==> src/design/albd_pkg.sv <==
// Shared types and constants of the audio level beat detector.
// No dependencies.
package albd_pkg;
    localparam int NUM_BARS = 16;
    localparam int HISTORY_LEN = 43;
    localparam int BAR_W = 4;
    localparam int WIN_W = 6;

    localparam logic [2:0] REG_THRESHOLD = 3'd0;
    localparam logic [2:0] REG_PEAK_DECAY = 3'd1;
    localparam logic [2:0] REG_PEAK_FLOOR = 3'd2;
    localparam logic [2:0] REG_FLASH_DECAY = 3'd3;
    localparam logic [2:0] REG_SMOOTH_GAIN = 3'd4;
    localparam logic [2:0] REG_MAX_HEIGHT = 3'd5;

    typedef struct packed {
        logic [BAR_W:0] count;
        logic [NUM_BARS-1:0][15:0] levels;
    } frame_t;

    typedef struct packed {
        logic [7:0] beat_threshold;
        logic [15:0] peak_decay;
        logic [15:0] peak_floor;
        logic [15:0] flash_decay;
        logic [15:0] smooth_gain;
        logic [15:0] max_height;
    } cfg_t;
endpackage

==> src/design/albd_front.sv <==
// Front end: accumulates sample magnitudes into bar levels, divides each
// group serially, and hands the finished frame to the queue. Uses albd_pkg.
module albd_front import albd_pkg::*; (
    input  logic         aclk,
    input  logic         aresetn,
    input  logic [15:0]  s_sample,
    input  logic         s_bar_end,
    input  logic         s_frame_end,
    input  logic         s_valid,
    output logic         s_ready,
    output logic         f_valid,
    input  logic         f_ready,
    output frame_t       f_frame
);
    typedef enum logic [1:0] {IDLE, DIV, PUSH} state_t;
    state_t state_reg;
    logic [31:0] sum_reg;
    logic [15:0] cnt_reg;
    logic [BAR_W:0] cursor_reg;
    logic [NUM_BARS-1:0][15:0] levels_reg;
    logic frame_reg;
    logic [31:0] rem_reg;
    logic [31:0] quo_reg;
    logic [15:0] dcnt_reg;
    logic [5:0] step_reg;

    logic [16:0] mag;
    logic [31:0] sum_next;
    logic [15:0] cnt_next;
    logic [47:0] trial;
    logic [31:0] rem_sh;

    assign mag = s_sample[15] ? 17'h10000 - {1'b0, s_sample} : {1'b0, s_sample};
    assign s_ready = (state_reg == IDLE);
    assign f_valid = (state_reg == PUSH);
    assign f_frame.count = cursor_reg;
    assign f_frame.levels = levels_reg;

    always_comb begin
        sum_next = sum_reg;
        cnt_next = cnt_reg;
        if (cnt_reg != 16'hFFFF) begin
            sum_next = sum_reg + 32'(mag);
            cnt_next = cnt_reg + 16'd1;
        end
        rem_sh = {rem_reg[30:0], quo_reg[31]};
        trial = 48'(rem_sh) - 48'(dcnt_reg);
    end

    always_ff @(posedge aclk) begin
        if (!aresetn) begin
            state_reg <= IDLE;
            sum_reg <= '0;
            cnt_reg <= '0;
            cursor_reg <= '0;
            levels_reg <= '0;
        end else begin
            unique case (state_reg)
                IDLE: begin
                    if (s_valid) begin
                        if (s_bar_end || s_frame_end) begin
                            sum_reg <= '0;
                            cnt_reg <= '0;
                            frame_reg <= s_frame_end;
                            rem_reg <= '0;
                            quo_reg <= sum_next;
                            dcnt_reg <= cnt_next;
                            step_reg <= '0;
                            state_reg <= DIV;
                        end else begin
                            sum_reg <= sum_next;
                            cnt_reg <= cnt_next;
                        end
                    end
                end
                DIV: begin
                    if (!trial[47]) begin
                        rem_reg <= trial[31:0];
                        quo_reg <= {quo_reg[30:0], 1'b1};
                    end else begin
                        rem_reg <= rem_sh;
                        quo_reg <= {quo_reg[30:0], 1'b0};
                    end
                    step_reg <= step_reg + 6'd1;
                    if (step_reg == 6'd31) begin
                        state_reg <= frame_reg ? PUSH : IDLE;
                        if (cursor_reg < (BAR_W+1)'(NUM_BARS)) begin
                            levels_reg[cursor_reg[BAR_W-1:0]] <= (dcnt_reg == 16'd0) ? 16'd0 :
                                (!trial[47] ? {quo_reg[14:0], 1'b1} : {quo_reg[14:0], 1'b0});
                            cursor_reg <= cursor_reg + 1'b1;
                        end
                    end
                end
                PUSH: begin
                    if (f_ready) begin
                        levels_reg <= '0;
                        cursor_reg <= '0;
                        state_reg <= IDLE;
                    end
                end
                default: state_reg <= IDLE;
            endcase
        end
    end
endmodule

==> config.mk <==
export PLATFORM = sky130hd
export DESIGN_NAME = albd_front
export DESIGN_NICKNAME = d
export VERILOG_FILES = /design/src/design/albd_pkg.sv /design/src/design/albd_front.sv
export SDC_FILE = /design/constraint.sdc
export NUM_CORES = 1
export LEC_CHECK = 0
export ABC_AREA = 1
export BUFFER_PORTS_ARGS = -buffer_cell sky130_fd_sc_hd__clkbuf_2
export CAP_MARGIN = 40
export CORE_MARGIN = 2
export CORE_UTILIZATION = 47
export CTS_CLUSTER_DIAMETER = 80
export DETAILED_ROUTE_END_ITERATION = 12
export PLACE_DENSITY_LB_ADDON = 0.12
export SLEW_MARGIN = 20
export SYNTH_ARGS = -nofsm -noshare
export SYNTH_HDL_FRONTEND = slang
export SYNTH_SLANG_ARGS = --single-unit
==> constraint.sdc <==
create_clock -name aclk -period 12.4 [get_ports aclk]
set_input_delay 1.24 -clock aclk [delete_from_list [all_inputs] [get_ports aclk]]
set_output_delay 1.24 -clock aclk [all_outputs]
set_load 0.02 [all_outputs]
==> flow_metrics.py <==
metrics = {
    "worst_hold_path": {
        "worstHoldPathType": "flip-flop to flip-flop",
    },
    "pwr": {
        "irDropWorstVdd_uv": 99.4,
        "seq_power_share_pct": 40.9,
        "p_leak_nw": 9.36,
        "p_total_mw": 3.50,
        "power_switching_share_pct": 30.1,
        "p_switching_mw": 1.05,
        "combPwrFrac_pct": 17.5,
        "clock_power_share_pct": 41.6,
        "power_density_mw_per_mm2": 152,
        "power.internal_mw": 2.45,
    },
    "routing": {
        "routed_wl_mm": 59.8,
        "wire_per_inst_um": 17.4,
        "via_count": 18100,
        "via_per_inst": 5.26,
        "ant_nets": 0,
        "drtIter0Drc": 1413,
        "first_pass_iters": 6,
        "drc_errors": 0,
    },
    "clock_tree": {
        "cts_setup_buffers": 0,
        "cts_resized": 0,
        "path_clk_slew_ns": 0.06,
        "cts.sinks": 397,
        "ctsRootBufferMaster": "clkbuf_16",
        "numCtsBuffers": 45,
        "cts_hold_buf": 0,
        "clock_latency_ns": 0.60,
        "htree_levels": 2,
        "cts_tree": "built",
        "cts_max_path_buffers": 3,
    },
    "synthesis": {
        "netlist_area_mm2": 0.0194,
        "syn_avg_cell_area_um2": 7.40,
        "ys_seq_area_share_pct": 45.5,
        "synth_flop_cell": "dfxtp_1",
        "ys_ff_latch": 397,
        "synth_warnings": 0,
        "synthCells": 2618,
        "synth_cell_types": 46,
        "synthesis.nets": 2682,
        "postSynth.asyncResetShare_pct": 0,
        "synth_edf_count": 86,
    },
    "setup_path": {
        "crit_fanout": 5,
        "path_cells": "clkbuf_2 -> inv_1 -> ha_1 -> inv_1 -> nor2_1 -> nand3_1 -> nor3_1 -> nand2_1 -> o21ai_0 -> xnor2_1 -> ha_1 -> nand2_1 -> nor2_1 -> nand2_1 -> nor2_1 -> nand2_1 -> nand3_1 -> nand3_1 -> nand2_1 -> nand2_1 -> a21oi_1",
        "path_class": "input pin to flip-flop",
        "r2r_slack_ns": 8.85,
        "slowest_delay_ns": 0.38,
        "reg2reg_depth": 10,
        "cp.required_ns": 12.91,
        "r2r_end": "rem_reg[15]",
        "crit_path_top_delay_cell": "ha_1",
        "worstSetupStartpoint": "s_sample[0]",
        "cp_data_arrival_time_ns": 4.24,
        "endpoint": "sum_reg[23]",
        "cp-end-kind": "flip-flop",
        "cp_common_cell": "nand2_1",
        "startpoint_type": "input pin",
        "r2r-start": "rem_reg[8]",
    },
    "cells_and_area": {
        "diodes": 0,
        "syn_to_final_growth_pct": 18.7,
        "layout-drive-gt1-share_pct": 17.3,
        "finish.net_count": 2938,
        "largest_reg_flops": 256,
        "layout.cells.non_filler": 3442,
    },
    "sta": {
        "rsz0062_at_grt": "no",
        "setup_viol_count_final": 0,
        "min_period_over_period_pct": 30.1,
        "fin_ws_ns": 8.67,
        "setup_tns_ns": 0,
        "period_minus_slack_ns": 3.73,
        "maxSlewViolCount": 0,
        "max_freq_mhz": 268,
        "hold_viol": 0,
        "worstMarginPinSlew_ns": 0.876,
        "slew_headroom_pct": 41.2,
        "fin_skew_ns": 0.0282,
    },
    "flow_run": {
        "cap_violations": 0,
    },
    "global_route": {
        "antenna_found_initial": 1,
        "track_usage_pct": 27.2,
        "gr-total-overflow": 0,
        "grt_start_max_net_pins": 136,
        "grt_pass1_wl_mm": 91.1,
        "grt_pass1_vias": 16300,
    },
    "floorplan": {
        "initial_core_util_pct": 47.5,
        "fp.dieH_um": 207,
        "io_pins": 285,
        "core_area_mm2": 0.0407,
        "rows": 74,
        "dieArea_mm2": 0.0428,
        "fp.dieW_um": 207,
    },
    "placed_design": {
        "dp_hpwl_mm": 41.3,
        "dp.cells": 3352,
        "place_ws_ns": 8.09,
        "place_congestion": 0.944,
        "portBuffers": 284,
    },
    "status": {
        "status": "complete, no violations",
    },
}
critical path, delay by kind of cell:
family | cells | cell delay (ns)
buf+inv | 3 | 0.21
compound gates | 2 | 0.37
simple gates | 13 | 1.79
xor+xnor | 1 | 0.10
fa+ha+maj | 2 | 0.53
Yosys cell counts (3+ instances only):
cell / n / share of area [%]
buf_2: 21 / 0.54
and2_1: 4 / 0.13
ha_1: 40 / 2.6
nor2_1: 192 / 3.7
inv_1: 184 / 3.6
clkbuf_1: 69 / 1.3
or2_2: 4 / 0.13
buf_4: 13 / 0.50
dfxtp_1: 311 / 32
nor3_1: 20 / 0.52
edfxtp_1: 86 / 13
xor2_1: 21 / 0.95
xnor2_1: 22 / 0.99
nand4_1: 15 / 0.48
a31oi_1: 15 / 0.48
nand2_8: 9 / 0.93
o21ai_0: 70 / 1.8
nor4_4: 16 / 1.8
buf_1: 4 / 0.078
nand2_1: 986 / 19
inv_4: 3 / 0.097
nor4_1: 5 / 0.16
nand3_1: 92 / 2.4
a21oi_1: 325 / 8.4
buf_6: 8 / 0.47
clkinv_1: 3 / 0.058
nand3b_1: 11 / 0.43
a21oi_2: 21 / 0.95
nand2_2: 22 / 0.71
logic make-up (layout without fill, tap and decap cells):
logic type | Yosys count | count (layout) | synth area share, %
AO/OA/AOI/OAI | 442 | 442 | 12.0
AND/OR/NAND/NOR | 1383 | 1383 | 30.8
other | 1 | 1 | 0.0194
buffers and inverters | 310 | 602 | 6.94
flip-flops | 397 | 397 | 45.5
adder cells (fa/ha/maj) | 42 | 42 | 2.79
XOR/XNOR | 43 | 43 | 1.94
layer usage:
layer	track usage (%)	share of wire, %
met5	0	0.023
met4	8.66	2.7
met3	6.41	7.8
met2	42.2	45
met1	37.3	45
worst min-delay path by stage:
| stage | startpoint | endpoint | slack (ns) | depth (start not counted) |
|---|---|---|---|---|
| floorplan | sum_reg[11] | sum_reg[11] | 0.46 | 2 |
| global placement | f_frame[171] | f_frame[171] | 0.45 | 2 |
| detailed placement | f_frame[143] | f_frame[143] | 0.46 | 2 |
| CTS | f_frame[143] | f_frame[143] | 0.46 | 2 |
| global route | f_frame[242] | f_frame[242] | 0.48 | 2 |
| finish | f_frame[169] | f_frame[169] | 0.46 | 2 |
through the flow:
stage	hold WS, ns	utilization [%]	area, µm²
global route	0.481	56.4	23000
CTS	0.464	56.1	22900
detailed placement	0.455	52.1	21200
floorplan	0.458	-	19400
finish	0.463	56.4	23000
global placement	0.450	51.7	21000
layout by cell type (no fill, tap or decap), drive strengths merged, types with 15 or more instances in the layout:
cell    count
edfxtp     86
buf        39
a31oi      15
ha         40
nand2    1018
clkbuf    354
nor4       21
nor3       20
a21oi     346
xor2       21
inv       191
xnor2      22
nand3      92
dfxtp     311
o21ai      71
nor2      196
nand4      15
cell type report:
type / count / area (µm²)
Fill cell: 3834 / 17700
Multi-Input combinational cell: 1911 / 9250
Sequential cell: 397 / 8810
Timing Repair Buffer: 327 / 1880
Clock buffer: 66 / 1380
Inverter: 192 / 736
Tap cell: 532 / 666
Clock inverter: 17 / 269
power by group through the flow:
stage	registers (mW)	logic (mW)	clock network, mW
after global routing	1.44	0.671	1.52
after detailed placement	1.46	0.599	0
final	1.43	0.612	1.45
after global placement	1.46	0.584	0
after floorplan	1.47	0.401	0
after CTS	1.43	0.601	1.47
No activity file was read; power rests on OpenSTA's default activity.
