### src/design/albd_pkg.sv
// Shared types and constants of the audio level beat detector.
// No dependencies.
package albd_pkg;
    localparam int NUM_BARS = 16;
    localparam int HISTORY_LEN = 43;
    localparam int BAR_W = 4;
    localparam int WIN_W = 6;

    localparam logic [2:0] REG_THRESHOLD = 3'd0;
    localparam logic [2:0] REG_PEAK_DECAY = 3'd1;
    localparam logic [2:0] REG_PEAK_FLOOR = 3'd2;
    localparam logic [2:0] REG_FLASH_DECAY = 3'd3;
    localparam logic [2:0] REG_SMOOTH_GAIN = 3'd4;
    localparam logic [2:0] REG_MAX_HEIGHT = 3'd5;

    typedef struct packed {
        logic [BAR_W:0] count;
        logic [NUM_BARS-1:0][15:0] levels;
    } frame_t;

    typedef struct packed {
        logic [7:0] beat_threshold;
        logic [15:0] peak_decay;
        logic [15:0] peak_floor;
        logic [15:0] flash_decay;
        logic [15:0] smooth_gain;
        logic [15:0] max_height;
    } cfg_t;
endpackage

### src/design/albd_queue.sv
// Two-entry frame queue between the front and back ends. Uses albd_pkg.
module albd_queue import albd_pkg::*; (
    input  logic   aclk,
    input  logic   aresetn,
    input  logic   w_valid,
    output logic   w_ready,
    input  frame_t w_frame,
    output logic   r_valid,
    input  logic   r_ready,
    output frame_t r_frame
);
    frame_t mem_reg [2];
    logic wp_reg, rp_reg;
    logic [1:0] cnt_reg;
    logic wr, rd;

    assign w_ready = (cnt_reg != 2'd2);
    assign r_valid = (cnt_reg != 2'd0);
    assign r_frame = mem_reg[rp_reg];
    assign wr = w_valid && w_ready;
    assign rd = r_valid && r_ready;

    always_ff @(posedge aclk) begin
        if (wr) mem_reg[wp_reg] <= w_frame;
        if (!aresetn) begin
            wp_reg <= 1'b0;
            rp_reg <= 1'b0;
            cnt_reg <= '0;
        end else begin
            if (wr) wp_reg <= ~wp_reg;
            if (rd) rp_reg <= ~rp_reg;
            cnt_reg <= cnt_reg + {1'b0, wr} - {1'b0, rd};
        end
    end
endmodule

### config.mk
export PLATFORM = sky130hd
export DESIGN_NAME = albd_queue
export DESIGN_NICKNAME = d
export VERILOG_FILES = /design/src/design/albd_pkg.sv /design/src/design/albd_queue.sv
export SDC_FILE = /design/constraint.sdc
export NUM_CORES = 1
export LEC_CHECK = 0
export BUFFER_PORTS_ARGS = -buffer_cell sky130_fd_sc_hd__clkbuf_2
export CAP_MARGIN = 10
export CORE_UTILIZATION = 40
export CTS_BUF_LIST = sky130_fd_sc_hd__clkbuf_8
export DETAILED_ROUTE_END_ITERATION = 10
export SLEW_MARGIN = 10
export SYNTH_ARGS = -nofsm -noshare
export SYNTH_HDL_FRONTEND = slang
export SYNTH_SLANG_ARGS = --single-unit
### constraint.sdc
create_clock -name aclk -period 23.7 [get_ports aclk]
set_input_delay 2.37 -clock aclk [delete_from_list [all_inputs] [get_ports aclk]]
set_output_delay 2.37 -clock aclk [all_outputs]
set_load 0.01 [all_outputs]
==> results by group, run 1 <==
Run status
  – Outcome: finished clean

Detailed routing
  – First-pass DRT Iterations: 6
  – Initial DRC count: 551
  – Final wirelength: 42.7 mm
  – Vias/cell: 4.62
  – Wire length per cell: 19.7 um
  – Vias: 10000
  – Final routed DRC violation total: 0
  – Post-DRT Antenna Nets: 0

CTS
  – Clock insertion delay at the later pin of the skew report: 0.64 ns
  – Clock tree from TritonCTS: done
  – CTS buffer count: 88
  – Htree depth: 3
  – Clock slew at reported path FFs: 0.05 ns
  – PostCTS Resize Cnt: 0
  – Post-CTS Setup Bufs: 0
  – CTS Buffer Depth: 3
  – CTS root buf: clkbuf_8
  – CTS hold repair buffers: 0
  – Clk sinks: 527

Power and ir drop
  – Total power divided by cell area: 105 nW/um^2
  – Maximum vdd drop: 85.3 uV
  – Pwr Total: 0.00261 W
  – Pleak: 9.79 nW

Worst setup path
  – Crit Path Class: reg2out
  – Startpoint type of the worst setup path: register
  – Reg2Reg Setup Slack: 20.71 ns
  – Top delay family on crit path: buffers and inverters
  – Worst Reg2Reg Path Length in Cells: 5
  – CP Cell Sequence: buf_4 -> mux2_2 -> clkbuf_2
  – Crit. End Element: primary output
  – Levels on crit path: 3
  – Worst r2r dst: mem_reg[0][201]
  – Critical Path Max Stage Delay: 1.02 ns
  – Reg2reg start: cnt_reg[0]
  – Required @ worst endpoint: 21.33 ns
  – Crit path max fanout: 69
  – Slowest CP cell: dfxtp_4
  – Crit path DAT: 3.30 ns
  – Worst Path Buf+Inv: 2

Hold path
  – Hold Path Class: reg2reg
  – Hold path start: wp_reg
  – WHS Endpoint: wp_reg
  – Hold Path Depth: 2

STA
  – Achievable clock frequency: 0.176 GHz
  – Slew margin rel.: 22.2%
  – RSZ-0062 raised after global routing: false
  – Final min period: 5.67 ns
  – Slew Limit Fails: 0
  – Fin crit share: 23.9%
  – Setup_tns: 0 ns
  – Skew final: 0.0166 ns
  – Slew at the pin closest to its max-slew limit: 1.17 ns
  – Hold slack: 0.533 ns
  – Final hold violation count: 0
  – Final setup viols: 0

Logic synthesis
  – Syn_area_per_cell: 23.7 sq um
  – Synth area leaders: edfxtp_1 79%, mux2_4 14%, mux2_2 4.0%
  – Area leader, netlist: edfxtp_1
  – Synth cell types: 18
  – Synth warn: 0
  – Syn_nets: 1103
  – Mapped Cells: 836
  – Synthesized cell area: 19800 sq um
  – Sequential fraction of the synthesis area: 79.5%
  – Register bit total from synthesis: 527
  – Share of the synthesized area in the top cell type: 79.0%

Floorplanning
  – Chip width: 225 um
  – Height of the die: 225 um
  – Full die area: 50500 sq um
  – # IOs: 528
  – Core footprint: 49000 sq um
  – Initial Util: 40.5%
  – Row Count: 81

Global route
  – Initial antenna violation count: 5
  – Total track usage: 16.3%
  – First-pass GRT wire length: 60.3 mm
  – Largest net degree at the start of global routing: 164
  – Global route total overflow: 0
  – Vias in the first global route: 10300

Placement
  – Detail Placement HPWL: 28.9 mm
  – GP Congestion: 0.789
  – PortBufs: 527

Final layout
  – Layout area overhead: 25.0%
  – Largest register FFs: 522
  – Nets: 1699
  – Layout cells sized above 1: 60.6%

Job
  – Max cap viols: 0
## power breakdown
group / switching, W / internal, W
combinational: 0.000325 / 0.000319
sequential: 0.0000473 / 0.00117
clock: 0.000344 / 0.000405
## worst register-to-register path, delay by kind of cell, from the launching register on
family | cells | cell delay (ns)
buffers and inverters | 2 | 1.67
DFF | 1 | 0.36
and+or+nand+nor | 3 | 0.47
## cell type report
cell class                 instances  area, sq um
fill                            4084        24100
sequential                       527        15800
clock inverter                    66          373
timing repair buffer             535         2720
tap                              664          831
clock buffer                      93         1280
multi-input combinational        279         3790
inverter                           1         3.75
antenna                            7         17.5
## Yosys cell counts, drive strengths merged
cell / instances
and2: 2
inv: 1
nor2: 1
edfxtp: 522
xnor2: 3
nor2b: 2
buf: 29
mux2i: 1
o21a: 1
nand2b: 2
or2: 1
and3: 1
mux2: 261
ha: 2
dfxtp: 5
nand2: 2
## how the worst max path moves through the flow
stage	slack (ns)	startpoint	end
after CTS	17.91	register	r_frame[62]
after floorplan	9.54	w_valid	mem_reg[0][0]
after global placement	18.68	register	r_frame[260]
after global routing	17.78	register	r_frame[260]
after detailed placement	18.66	register	r_frame[260]
final	18.03	register	r_frame[260]
## cell families after synthesis
logic type | Yosys count | synth area share (%)
XOR/XNOR | 3 | 0.132
multiplexers | 262 | 18.5
AO/OA/AOI/OAI | 1 | 0.0378
buffers and inverters | 30 | 1.44
adder cells (fa/ha/maj) | 2 | 0.126
AND/OR/NAND/NOR | 11 | 0.309
flip-flops | 527 | 79.5
## cell usage in the layout (no fill, tap or decap), types with 3 or more instances in the layout
| master | synthesis | final |
|---|---|---|
| buf_4 | 0 | 6 |
| bufinv_16 | 0 | 4 |
| clkbuf_2 | 0 | 527 |
| clkbuf_8 | 0 | 93 |
| clkinv_1 | 0 | 19 |
| clkinv_2 | 0 | 10 |
| dfxtp_1 | 5 | 4 |
| diode_2 | 0 | 7 |
| edfxtp_1 | 522 | 522 |
| inv_1 | 1 | 32 |
| mux2_2 | 71 | 71 |
| mux2_4 | 190 | 190 |
| xnor2_1 | 3 | 3 |
## metrics by stage
| stage | instances | setup slack [ns] | utilization [%] | area [sq um] |
|---|---|---|---|---|
| 6_report | 2172 | 18.03 | 50.7 | 24800 |
| 3_5_place_dp | 2006 | 18.66 | 47.3 | 23100 |
| 3_3_place_gp | 2006 | 18.68 | 47.3 | 23100 |
| 2_1_floorplan | 836 | 9.54 | - | 19800 |
| 5_1_grt | 2169 | 17.78 | 50.7 | 24800 |
| 4_1_cts | 2165 | 17.91 | 50.6 | 24800 |
## metal layers
layer	vias to the layer above	GRT usage, %	wire length (um)
met5	-	0	13
met4	2	8.56	1650
met3	104	6.86	3570
met2	403	27.3	21800
met1	4962	17.5	15600
li1	4559	-	-
Note: power is estimated with default switching activity, not from simulation.
==> run 2: changes to the inputs <==
PLACE_DENSITY = 0.66   (was unset)
clock period = 5.2 ns   (was 23.7 ns; I/O delays follow)
==> results by group, run 2 (synthesized netlist as in run 1, its figures left out) <==
Power and ir drop
  – Comb pwr share: 26.4%
  – Maximum vdd drop: 319 uV
  – Clock share of power: 27.0%
  – Total power divided by cell area: 440 nW/um^2
  – Reg power frac: 46.7%
  – Pwr Total: 0.0118 W
  – Sw frac: 28.0%
  – Pleak: 10.6 nW
  – Cell-internal power: 0.00852 W
  – Psw: 0.00332 W

STA
  – Fin crit share: 61.8%
  – Setup_tns: 0 ns
  – RSZ-0062 raised after global routing: false
  – Slew Limit Fails: 0
  – Slew margin rel.: 45.0%
  – Achievable clock frequency: 0.311 GHz
  – Final worst slack: 1.99 ns
  – Final hold violation count: 0
  – Skew final: 0.0251 ns
  – Final min period: 3.21 ns
  – Slew at the pin closest to its max-slew limit: 0.825 ns
  – Final setup viols: 0

Worst setup path
  – Crit path max fanout: 71
  – Critical Path Max Stage Delay: 0.90 ns
  – CP Cell Sequence: buf_12 -> mux2_4 -> clkbuf_2
  – Worst Reg2Reg Path Length in Cells: 4
  – Crit path DAT: 2.69 ns
  – Startpoint type of the worst setup path: register
  – Crit. End Element: primary output
  – Slowest CP cell: dfxtp_4
  – Required @ worst endpoint: 4.68 ns
  – Reg2Reg Setup Slack: 2.76 ns
  – Crit Path Class: reg2out
  – Levels on crit path: 3
  – Top delay family on crit path: flip-flops
  – Reg2reg start: cnt_reg[0]
  – Worst Path Buf+Inv: 2
  – Worst r2r dst: mem_reg[0][206]
  – Worst Setup EP: r_frame[128]

Floorplanning
  – # IOs: 528
  – Height of the die: 225 um
  – Row Count: 81
  – Chip width: 225 um
  – Full die area: 50500 sq um
  – Initial Util: 40.5%
  – Core footprint: 49000 sq um

Placement
  – Detail Placement HPWL: 27.3 mm
  – PortBufs: 527
  – GP Congestion: 0.767
  – Dpl ws: 2.65 ns
  – Area after DPL: 23200 sq um

Hold path
  – Hold Path Class: in2reg
  – Hold Path Depth: 1
  – Hold path start: w_frame[43]

CTS
  – Htree depth: 3
  – Clock tree from TritonCTS: done
  – Clock insertion delay at the later pin of the skew report: 0.65 ns
  – CTS root buf: clkbuf_8
  – CTS Buffer Depth: 3
  – Clock slew at reported path FFs: 0.06 ns
  – CTS buffer count: 87
  – Clk sinks: 527

Final layout
  – Storage cell area: 15800 sq um
  – Nets: 1919
  – Area of the multi-input gates: 3790 sq um
  – Final non-filler cell area: 26900 sq um
  – Layout cells sized above 1: 52.7%
  – Layout area overhead: 35.5%
  – Most common cell after layout, fill and taps aside: clkbuf_2
  – Largest register FFs: 522
  – Fill count: 3831
  – Most frequent cells in the layout: 527 x clkbuf_2, 522 x edfxtp_1, 219 x dlygate4sd3_1

Job
  – Max cap viols: 0

Global route
  – Largest net degree at the start of global routing: 130
  – Vias in the first global route: 11500
  – First-pass GRT wire length: 64.2 mm
  – Global route total overflow: 0
  – Total track usage: 16.9%
  – Initial antenna violation count: 1

Detailed routing
  – Initial DRC count: 442
  – Wire length per cell: 18.3 um
  – Final routed DRC violation total: 0
  – Final wirelength: 43.5 mm
  – Vias/cell: 4.54
  – Post-DRT Antenna Nets: 0
  – Vias: 10800
  – First-pass DRT Iterations: 4

Run status
  – Outcome: finished clean
-- run 2: timing repair --
action	4_1_cts	5_1_grt
hold endpoints to repair	427	0
hold buffers	219	0
gates resized for setup	0	0
endpoints found under the setup margin	0	0
setup buffers	0	0
-- run 2: per-stage QoR --
| step | utilization, % | cells | hold slack [ns] |
|---|---|---|---|
| 2_1_floorplan | - | 836 | 0.488 |
| 3_3_place_gp | 47.4 | 2008 | 0.506 |
| 3_5_place_dp | 47.4 | 2008 | 0.526 |
| 4_1_cts | 54.9 | 2377 | 0.000702 |
| 5_1_grt | 54.9 | 2378 | 0.0225 |
| 6_report | 54.9 | 2378 | 0.0766 |
-- run 2: how the worst min path moves through the flow --
| stage | end | slack, ns |
|---|---|---|
| global route | mem_reg[0][254] | 0.02 |
| floorplan | wp_reg | 0.49 |
| finish | mem_reg[1][43] | 0.08 |
| global placement | wp_reg | 0.51 |
| CTS | mem_reg[0][161] | 0.0007 |
| detailed placement | wp_reg | 0.53 |
-- run 2: power groups by stage --
stage	clock network, W	logic, W	registers, W
2_1_floorplan	0	0.00204	0.00559
3_3_place_gp	0	0.00299	0.00559
3_5_place_dp	0	0.00301	0.00562
4_1_cts	0.00330	0.00315	0.00553
5_1_grt	0.00348	0.00332	0.00558
6_report	0.00319	0.00312	0.00553
-- run 2: layer usage --
| layer | up-vias | wire length [um] | track usage, % |
|---|---|---|---|
| li1 | 4991 | - | - |
| met4 | 0 | 1290 | 7.72 |
| met3 | 85 | 2990 | 5.11 |
| met5 | - | 0 | 0 |
| met2 | 388 | 22600 | 29.5 |
| met1 | 5333 | 16700 | 18.9 |
-- run 2: layout make-up --
type	count	area share, %
antenna	1	0.00930
sequential	527	58.7
multi-input combinational	279	14.1
timing repair buffer	756	18.5
inverter	1	0.0140
clock inverter	61	1.05
clock buffer	89	4.55
tap	664	3.09
